File: src/sha1_pkg.sv
// Shared types and constants for the SHA-1 byte stream hasher.
package sha1_pkg;

    typedef struct packed {
        logic [7:0] data_byte;
        logic       byte_present;
        logic       message_end;
    } t_in_beat;

    typedef struct packed {
        logic [31:0] digest_word;
        logic [2:0]  word_index;
        logic        last_word;
    } t_out_beat;

    typedef enum logic [1:0] {
        ST_IDLE,
        ST_COMP,
        ST_PAD,
        ST_OUT
    } t_state;

    // controller -> datapath
    typedef struct packed {
        logic       store_byte;
        logic       start_comp;
        logic       round_step;
        logic       comp_done;
        logic       pad_write;
        logic       out_next;
        logic       clear_all;
    } t_cmd;

    // datapath -> controller
    typedef struct packed {
        logic       block_full;
        logic       round_last;
        logic       pad_last;
        logic       out_last;
    } t_status;

    localparam logic [31:0] K0 = 32'h5A827999;
    localparam logic [31:0] K1 = 32'h6ED9EBA1;
    localparam logic [31:0] K2 = 32'h8F1BBCDC;
    localparam logic [31:0] K3 = 32'hCA62C1D6;
    localparam logic [31:0] H_INIT [5] = '{32'h67452301, 32'hEFCDAB89, 32'h98BADCEF,
                                           32'h10325476, 32'hC3D2E1F0};
    localparam logic [7:0]  PAD_MARK = 8'h80;
    localparam logic [5:0]  LEN_POS  = 6'd56;
    localparam logic [2:0]  LAST_IDX = 3'd4;

endpackage

File: src/sha1_ctrl.sv
// Controller state machine for the SHA-1 hasher.
module sha1_ctrl (
    input  logic             i_clk,
    input  logic             i_rst_n,
    input  logic             i_in_valid,
    output logic             o_in_ready,
    input  sha1_pkg::t_in_beat i_in_data,
    output logic             o_out_valid,
    input  logic             i_out_ready,
    output sha1_pkg::t_cmd   o_cmd,
    input  sha1_pkg::t_status i_status
);
    import sha1_pkg::*;

    t_state r_state, n_state;
    logic   r_pend_end, n_pend_end;   // message end waiting after a compression
    logic   r_in_pad, n_in_pad;       // current compression belongs to padding

    always_ff @(posedge i_clk) begin
        if (!i_rst_n) begin
            r_state    <= ST_IDLE;
            r_pend_end <= 1'b0;
            r_in_pad   <= 1'b0;
        end else begin
            r_state    <= n_state;
            r_pend_end <= n_pend_end;
            r_in_pad   <= n_in_pad;
        end
    end

    always_comb begin
        n_state     = r_state;
        n_pend_end  = r_pend_end;
        n_in_pad    = r_in_pad;
        o_cmd       = '0;
        o_in_ready  = 1'b0;
        o_out_valid = 1'b0;
        unique case (r_state)
            ST_IDLE: begin
                o_in_ready = 1'b1;
                if (i_in_valid) begin
                    o_cmd.store_byte = i_in_data.byte_present;
                    if (i_in_data.byte_present && i_status.block_full) begin
                        o_cmd.start_comp = 1'b1;
                        n_pend_end = i_in_data.message_end;
                        n_state    = ST_COMP;
                    end else if (i_in_data.message_end) begin
                        n_state = ST_PAD;
                    end
                end
            end
            ST_COMP: begin
                o_cmd.round_step = 1'b1;
                if (i_status.round_last) begin
                    o_cmd.comp_done = 1'b1;
                    if (r_in_pad) begin
                        n_state = i_status.pad_last ? ST_OUT : ST_PAD;
                    end else if (r_pend_end) begin
                        n_pend_end = 1'b0;
                        n_state    = ST_PAD;
                    end else begin
                        n_state = ST_IDLE;
                    end
                end
            end
            ST_PAD: begin
                // one pad byte a cycle
                o_cmd.pad_write = 1'b1;
                if (i_status.block_full) begin
                    o_cmd.start_comp = 1'b1;
                    n_in_pad = 1'b1;
                    n_state  = ST_COMP;
                end
            end
            ST_OUT: begin
                o_out_valid = 1'b1;
                if (i_out_ready) begin
                    o_cmd.out_next = 1'b1;
                    if (i_status.out_last) begin
                        o_cmd.clear_all = 1'b1;
                        n_pend_end = 1'b0;
                        n_in_pad   = 1'b0;
                        n_state    = ST_IDLE;
                    end
                end
            end
        endcase
    end
endmodule

File: src/sha1_datapath.sv
// Block window, message schedule, round unit and chaining words.
module sha1_datapath (
    input  logic               i_clk,
    input  logic               i_rst_n,
    input  sha1_pkg::t_in_beat i_in_data,
    input  sha1_pkg::t_cmd     i_cmd,
    output sha1_pkg::t_status  o_status,
    output sha1_pkg::t_out_beat o_out_data
);
    import sha1_pkg::*;

    logic [31:0] r_w [16];          // bytes shift in here, then the schedule window
    logic [31:0] r_h [5];
    logic [31:0] r_a, r_b, r_c, r_d, r_e;
    logic [6:0]  r_round;
    logic [63:0] r_len;
    logic [5:0]  r_fill;            // bytes in the current block
    logic        r_marked;          // 0x80 already written
    logic        r_len_ok;          // length bytes belong in this block
    logic [2:0]  r_oidx;

    logic [31:0] f, k, t, w_x, w_new;
    always_comb begin
        w_x   = r_w[13] ^ r_w[8] ^ r_w[2] ^ r_w[0];
        w_new = {w_x[30:0], w_x[31]};
        if (r_round < 7'd20) begin
            f = (r_b & r_c) | (~r_b & r_d); k = K0;
        end else if (r_round < 7'd40) begin
            f = r_b ^ r_c ^ r_d; k = K1;
        end else if (r_round < 7'd60) begin
            f = (r_b & r_c) | (r_b & r_d) | (r_c & r_d); k = K2;
        end else begin
            f = r_b ^ r_c ^ r_d; k = K3;
        end
        t = {r_a[26:0], r_a[31:27]} + f + r_e + k + r_w[0];
    end

    // length goes out big-endian at positions 56..63
    logic [63:0] len_shift;
    logic [7:0]  pad_byte;
    logic [7:0]  in_byte;
    logic        shift_in;
    assign len_shift = r_len >> {~r_fill[2:0], 3'b000};
    always_comb begin
        if (!r_marked) pad_byte = PAD_MARK;
        else if (r_len_ok && r_fill >= LEN_POS) pad_byte = len_shift[7:0];
        else pad_byte = 8'h00;
    end
    assign in_byte  = i_cmd.pad_write ? pad_byte : i_in_data.data_byte;
    assign shift_in = i_cmd.store_byte || i_cmd.pad_write;

    assign o_status.block_full = (r_fill == 6'd63);
    assign o_status.round_last = (r_round == 7'd79);
    assign o_status.pad_last   = r_len_ok;
    assign o_status.out_last   = (r_oidx == LAST_IDX);

    assign o_out_data.digest_word = r_h[r_oidx];
    assign o_out_data.word_index  = r_oidx;
    assign o_out_data.last_word   = (r_oidx == LAST_IDX);

    always_ff @(posedge i_clk) begin
        if (!i_rst_n || i_cmd.clear_all) begin
            for (int i = 0; i < 5; i++) r_h[i] <= H_INIT[i];
            r_len    <= '0;
            r_fill   <= '0;
            r_round  <= '0;
            r_marked <= 1'b0;
            r_len_ok <= 1'b0;
            r_oidx   <= '0;
        end else begin
            if (i_cmd.store_byte) r_len <= r_len + 64'd8;
            if (shift_in) begin
                for (int i = 0; i < 15; i++) r_w[i] <= {r_w[i][23:0], r_w[i+1][31:24]};
                r_w[15] <= {r_w[15][23:0], in_byte};
                r_fill  <= r_fill + 6'd1;
            end
            if (i_cmd.pad_write && !r_marked) begin
                // 0x80 at 56 or later pushes the length into one more block
                r_marked <= 1'b1;
                r_len_ok <= (r_fill < LEN_POS);
            end
            if (i_cmd.start_comp) begin
                r_a <= r_h[0]; r_b <= r_h[1]; r_c <= r_h[2];
                r_d <= r_h[3]; r_e <= r_h[4];
                r_round <= '0;
            end
            if (i_cmd.round_step) begin
                r_e <= r_d; r_d <= r_c; r_c <= {r_b[1:0], r_b[31:2]};
                r_b <= r_a; r_a <= t;
                for (int i = 0; i < 15; i++) r_w[i] <= r_w[i+1];
                r_w[15] <= w_new;
                r_round <= r_round + 7'd1;
            end
            if (i_cmd.comp_done) begin
                r_h[0] <= r_h[0] + t;
                r_h[1] <= r_h[1] + r_a;
                r_h[2] <= r_h[2] + {r_b[1:0], r_b[31:2]};
                r_h[3] <= r_h[3] + r_c;
                r_h[4] <= r_h[4] + r_d;
                if (r_marked) r_len_ok <= 1'b1;
            end
            if (i_cmd.out_next) r_oidx <= r_oidx + 3'd1;
        end
    end
endmodule

File: src/sha1_byte_stream_hasher_core.sv
// Top level of the SHA-1 byte stream hasher.
// Throughput: one byte per cycle while filling; after the 64th byte of a block
// the input stalls for the one-round-per-cycle compression.
// Message end: the block is filled with pad bytes and compressed before the first
// digest beat (one more pad block and compression if 0x80 lands at 56 or later), five beats after.
// Reset (synchronous, active low) loads the initial chaining words and zeroes length.
module sha1_byte_stream_hasher_core (
    input  logic                i_clk,
    input  logic                i_rst_n,
    input  logic                i_in_valid,
    output logic                o_in_ready,
    input  sha1_pkg::t_in_beat  i_in_data,
    output logic                o_out_valid,
    input  logic                i_out_ready,
    output sha1_pkg::t_out_beat o_out_data
);
    import sha1_pkg::*;

    t_cmd    cmd;
    t_status status;

    sha1_ctrl u_ctrl (
        .i_clk, .i_rst_n, .i_in_valid, .o_in_ready, .i_in_data,
        .o_out_valid, .i_out_ready, .o_cmd(cmd), .i_status(status)
    );

    sha1_datapath u_dp (
        .i_clk, .i_rst_n, .i_in_data, .i_cmd(cmd), .o_status(status), .o_out_data
    );
endmodule

File: config.mk
export PLATFORM = sky130hd
export DESIGN_NAME = sha1_byte_stream_hasher_core
export DESIGN_NICKNAME = d
export VERILOG_FILES = /design/src/sha1_pkg.sv /design/src/sha1_ctrl.sv /design/src/sha1_datapath.sv /design/src/sha1_byte_stream_hasher_core.sv
export SDC_FILE = /design/constraint.sdc
export NUM_CORES = 2
export LEC_CHECK = 0
export ABC_AREA = 1
export BUFFER_PORTS_ARGS = -buffer_cell sky130_fd_sc_hd__buf_4
export CAP_MARGIN = 10
export CORE_ASPECT_RATIO = 0.8
export CORE_MARGIN = 4
export CORE_UTILIZATION = 50
export DETAILED_ROUTE_END_ITERATION = 7
export HOLD_SLACK_MARGIN = 0.02
export PLACE_DENSITY = 0.75
export SLEW_MARGIN = 20
export SYNTH_ARGS = -nofsm -noshare
export SYNTH_HDL_FRONTEND = slang
export SYNTH_HIERARCHICAL = 1
export SYNTH_SLANG_ARGS = --single-unit
File: constraint.sdc
create_clock -name i_clk -period 20.9 [get_ports i_clk]
set_clock_uncertainty 0.05 [all_clocks]
set_input_delay 4.18 -clock i_clk [delete_from_list [all_inputs] [get_ports i_clk]]
set_output_delay 4.18 -clock i_clk [all_outputs]
set_load 0.01 [all_outputs]
==> summary.md <==
### Power and ir drop
- 172 nW/µm² — power density over the cells
- 10400 µW — Pwr Total
- 0.0242 µW — LEAKAGE
- 244 µV — VDD IR max

### Timing
- 9.13 ns — fin crit period
- 43.7% — final period utilization
- 7.30% — normalized max-slew margin
- 1.38 ns — pin slew with the least headroom to its limit
- 0.109 GHz — max frequency
- 0 — count of final setup violators
- 0.428 ns — Final Hold Slack
- false — setup repair after global routing missed its margin
- 0 — number of pins with negative max-slew slack in the final report
- 0 ns — total negative setup slack
- 0 — number of failing hold endpoints at the final stage

### Routing
- 6 — post-detailed-route DRC marker count
- 8 — count of TritonRoute iterations in the first routing pass
- 7090 — starting DRC count in detailed routing
- 5.88 — via/cell ratio
- 173 mm — total wirelength of the detailed-routed design
- 47100 — via total after detailed routing
- 0 — Antenna Nets Post-Route
- 21.5 µm — average routed wire per standard cell

### Synth
- 55600 µm² — post-synthesis instance area
- 6874 — number of nets produced by synthesis
- 61 — number of distinct library cells after synthesis
- 0% — async set-or-reset flop fraction in the synthesized netlist
- 832 — Post-synth EDFFs
- 48.0% — fraction of the yosys area taken by sequential cells
- 8.52 µm² — Synth Area per Inst
- edfxtp_1 — primary flip-flop cell chosen by synthesis mapping
- 6 — count of warnings emitted by yosys
- 918 — Synth Register Bits
- 6532 — Mapped Cells

### Clocking
- built — CTS tree
- 918 — clock tree sinks
- 0 — hold buffer count at CTS
- 3 — buffers from clock root to sink, at most
- 98 — number of clock buffers inserted by TritonCTS
- 0 — count of cells resized by post-cts repair
- clkbuf_16 — cell at the root of the clock tree
- 0.06 ns — CTS clk-pin slew, worst paths
- 0 — # Post-CTS Setup Buffers
- 0.72 ns — clock latency at the later pin of the worst-skew pair
- 3 — number of H-tree branching levels

### Die
- 50.4% — effective utilization at floorplan
- 306 µm — Vert. Die Dim
- 117000 µm² — Total Die Area
- 109 — number of rows created at floorplan
- 381 µm — die width
- 110000 µm² — CORE AREA
- 52 — num ports

### Placement
- 51 — port bufs
- 1.04 — final weighted congestion in routability-driven placement
- 7837 — number of cells in the design after placement
- 126 mm — DP HPWL

### Finish
- 8.83% — synth-to-layout area growth
- 6837 — count of nets after finishing
- 4.91% — share of final-layout standard cells stronger than drive strength 1
- 8023 — post-layout instance count excluding filler cells
- 54.8% — final core utilization

### Global route
- 2 — number of antenna violations at the first check in global routing
- 28.8% — total routing usage reported by global routing
- 41900 — via count of the first global-routing pass
- 257 mm — wire length of the first global-routing pass
- 0 — global route overflow
- 208 — pin count of the biggest net entering global routing

### Critical path
- 189 — critical path peak fanout
- 0.91 ns — delay of the slowest cell on the worst path
- register — critical path endpoint category
- 21.17 ns — endpoint required time on the critical path
- 9.40 ns — arrival time at the worst endpoint
- buf_4 — critical path's slowest cell
- buf_4 — cell occurring most often along the worst timing path
- 8 — number of buffers and inverters on the critical path
- primary input to register — Critical Setup Path Class
- buf_4 > nand2_1 > nor2_1 > nor2_4 > buf_4 > inv_2 > buf_4 > nor2_4 > inv_8 > nand2_4 > buf_4 > buf_12 > buf_16 — cell breakdown of the critical path
- buffers and inverters — family with the most delay on the worst path
- primary input — nature of the critical path startpoint

### Status
- complete, but fails checks — run status
- design-rule violations — violations in the final reports

### Hold path
- register to register — hold crit path type

### Job
- 0 — max-cap violations

[flip-flops by register name (all words and copies together) (netlist names), 2 cells and up, named ones only]
register / cells
u_dp/r_len: 61
u_dp/r_oidx: 3
u_dp/r_b: 32
u_dp/r_e: 32
u_dp/r_round: 7
u_dp/r_w: 512
u_dp/r_h: 160
u_ctrl/r_state: 2
u_dp/r_fill: 6
u_dp/r_a: 32
u_dp/r_d: 32
u_dp/r_c: 32
[where the power goes]
part	internal (µW)	switching, µW
clock	1000	774
sequential	2690	348
combinational	1710	3880
total	5410	5000
[kinds of logic (layout without fill, tap and decap cells)]
kind of cell	count (synthesis)	count (layout)	share of synthesized area, %
other cells	0	1	0
xor+xnor	136	136	2.14
flops	918	918	48.0
fa+ha+maj	328	328	9.06
simple gates	2792	2792	20.6
buf+inv	1002	1049	6.88
compound gates	1356	1356	13.4
[placed cells by master (no fill, tap or decap), types with 7 or more instances in the layout]
cell       count
and2_1        10
o22ai_1       11
clkbuf_1      29
inv_1        764
a221oi_1      10
nor2_4         9
o21bai_1      19
nor4_1        24
inv_2          7
a21boi_0       9
nor3_1        82
clkbuf_16    101
ha_1         203
edfxtp_1     832
a31oi_1       41
o21ai_0      656
a21o_1        23
clkinv_2      16
o21a_1        27
xnor2_1      101
nand3b_1      14
nand3_2        8
nor2_1       422
o221ai_1      12
nand2_1     1887
clkinv_1      21
fa_1         125
dfxtp_1       84
buf_4         80
or2_2         33
bufinv_16      9
a21oi_1      444
a211oi_1      19
xor2_1        35
nand3_1      214
nand4_1       59
o211ai_1      52
[worst min-delay path: cells and delay by family (launching register included)]
kind	cells	cell delay (ns)
simple gates	2	0.12
flops	1	0.32
[synthesized netlist by cell type, types with 5 or more instances]
cell type  count  area (µm²)
nand2_1     1889        7090
edfxtp_1     832       25000
inv_1        765        2870
o21ai_0      658        3290
a21oi_1      444        2220
nor2_1       425        1600
nand3_1      214        1070
ha_1         203        2540
clkbuf_1     174         653
fa_1         125        2500
xnor2_1      101         885
dfxtp_1       86        1720
nor3_1        82         410
nand4_1       59         369
o211ai_1      52         390
a31oi_1       41         257
xor2_1        35         307
buf_2         33         165
or2_2         33         206
o21a_1        27         203
nor4_1        26         163
a21o_1        23         173
a211oi_1      19         143
o21bai_1      19         143
nand3b_1      14         105
buf_1         12        45.0
o221ai_1      12         105
o22ai_1       11        68.8
a221oi_1      10        87.6
and2_1        10        62.6
a21boi_0       9        67.6
inv_2          8        30.0
nand3_2        8        80.1
nor2_2         7        43.8
a22oi_1        5        37.5
nor3b_1        5        37.5
o221a_2        5        56.3
[path summary, 6_finish.rpt]
kind	from	endpoint	slack (ns)	depth (start not counted)
worst max-delay path	i_out_ready	u_dp/r_w[0][31]	11.77	13
worst min-delay path	u_ctrl/r_pend_end	u_ctrl/r_pend_end	0.43	2
worst max register to register	u_dp/r_round[5]	u_dp/r_h[0][26]	12.16	31
worst min register to register	u_ctrl/r_pend_end	u_ctrl/r_pend_end	0.43	2
[cell type report]
class,count,area [µm²]
fillers,9852,49900
well taps,1443,1810
clock inverters,54,583
repair buffers,86,711
flip-flops and latches,918,26700
multi-input cells,4612,25200
clock buffers,130,2640
diodes,1,2.50
inverters,779,2940
[routing by layer]
metal,part of all wire [%],vias up,track usage [%]
li1,-,21900,-
met1,45,22400,45.0
met2,39,2605,37.5
met3,14,260,9.67
met4,2.6,2,7.37
met5,0.0041,-,0.684
[per-stage QoR]
stage / cell area, µm² / setup slack (ns)
after floorplan: 55600 / 3.62
after global placement: 57300 / 11.15
after detailed placement: 57300 / 11.11
after CTS: 60500 / 11.85
after global routing: 60500 / 11.40
final: 60600 / 11.77
(Power assumes the default switching activity.)
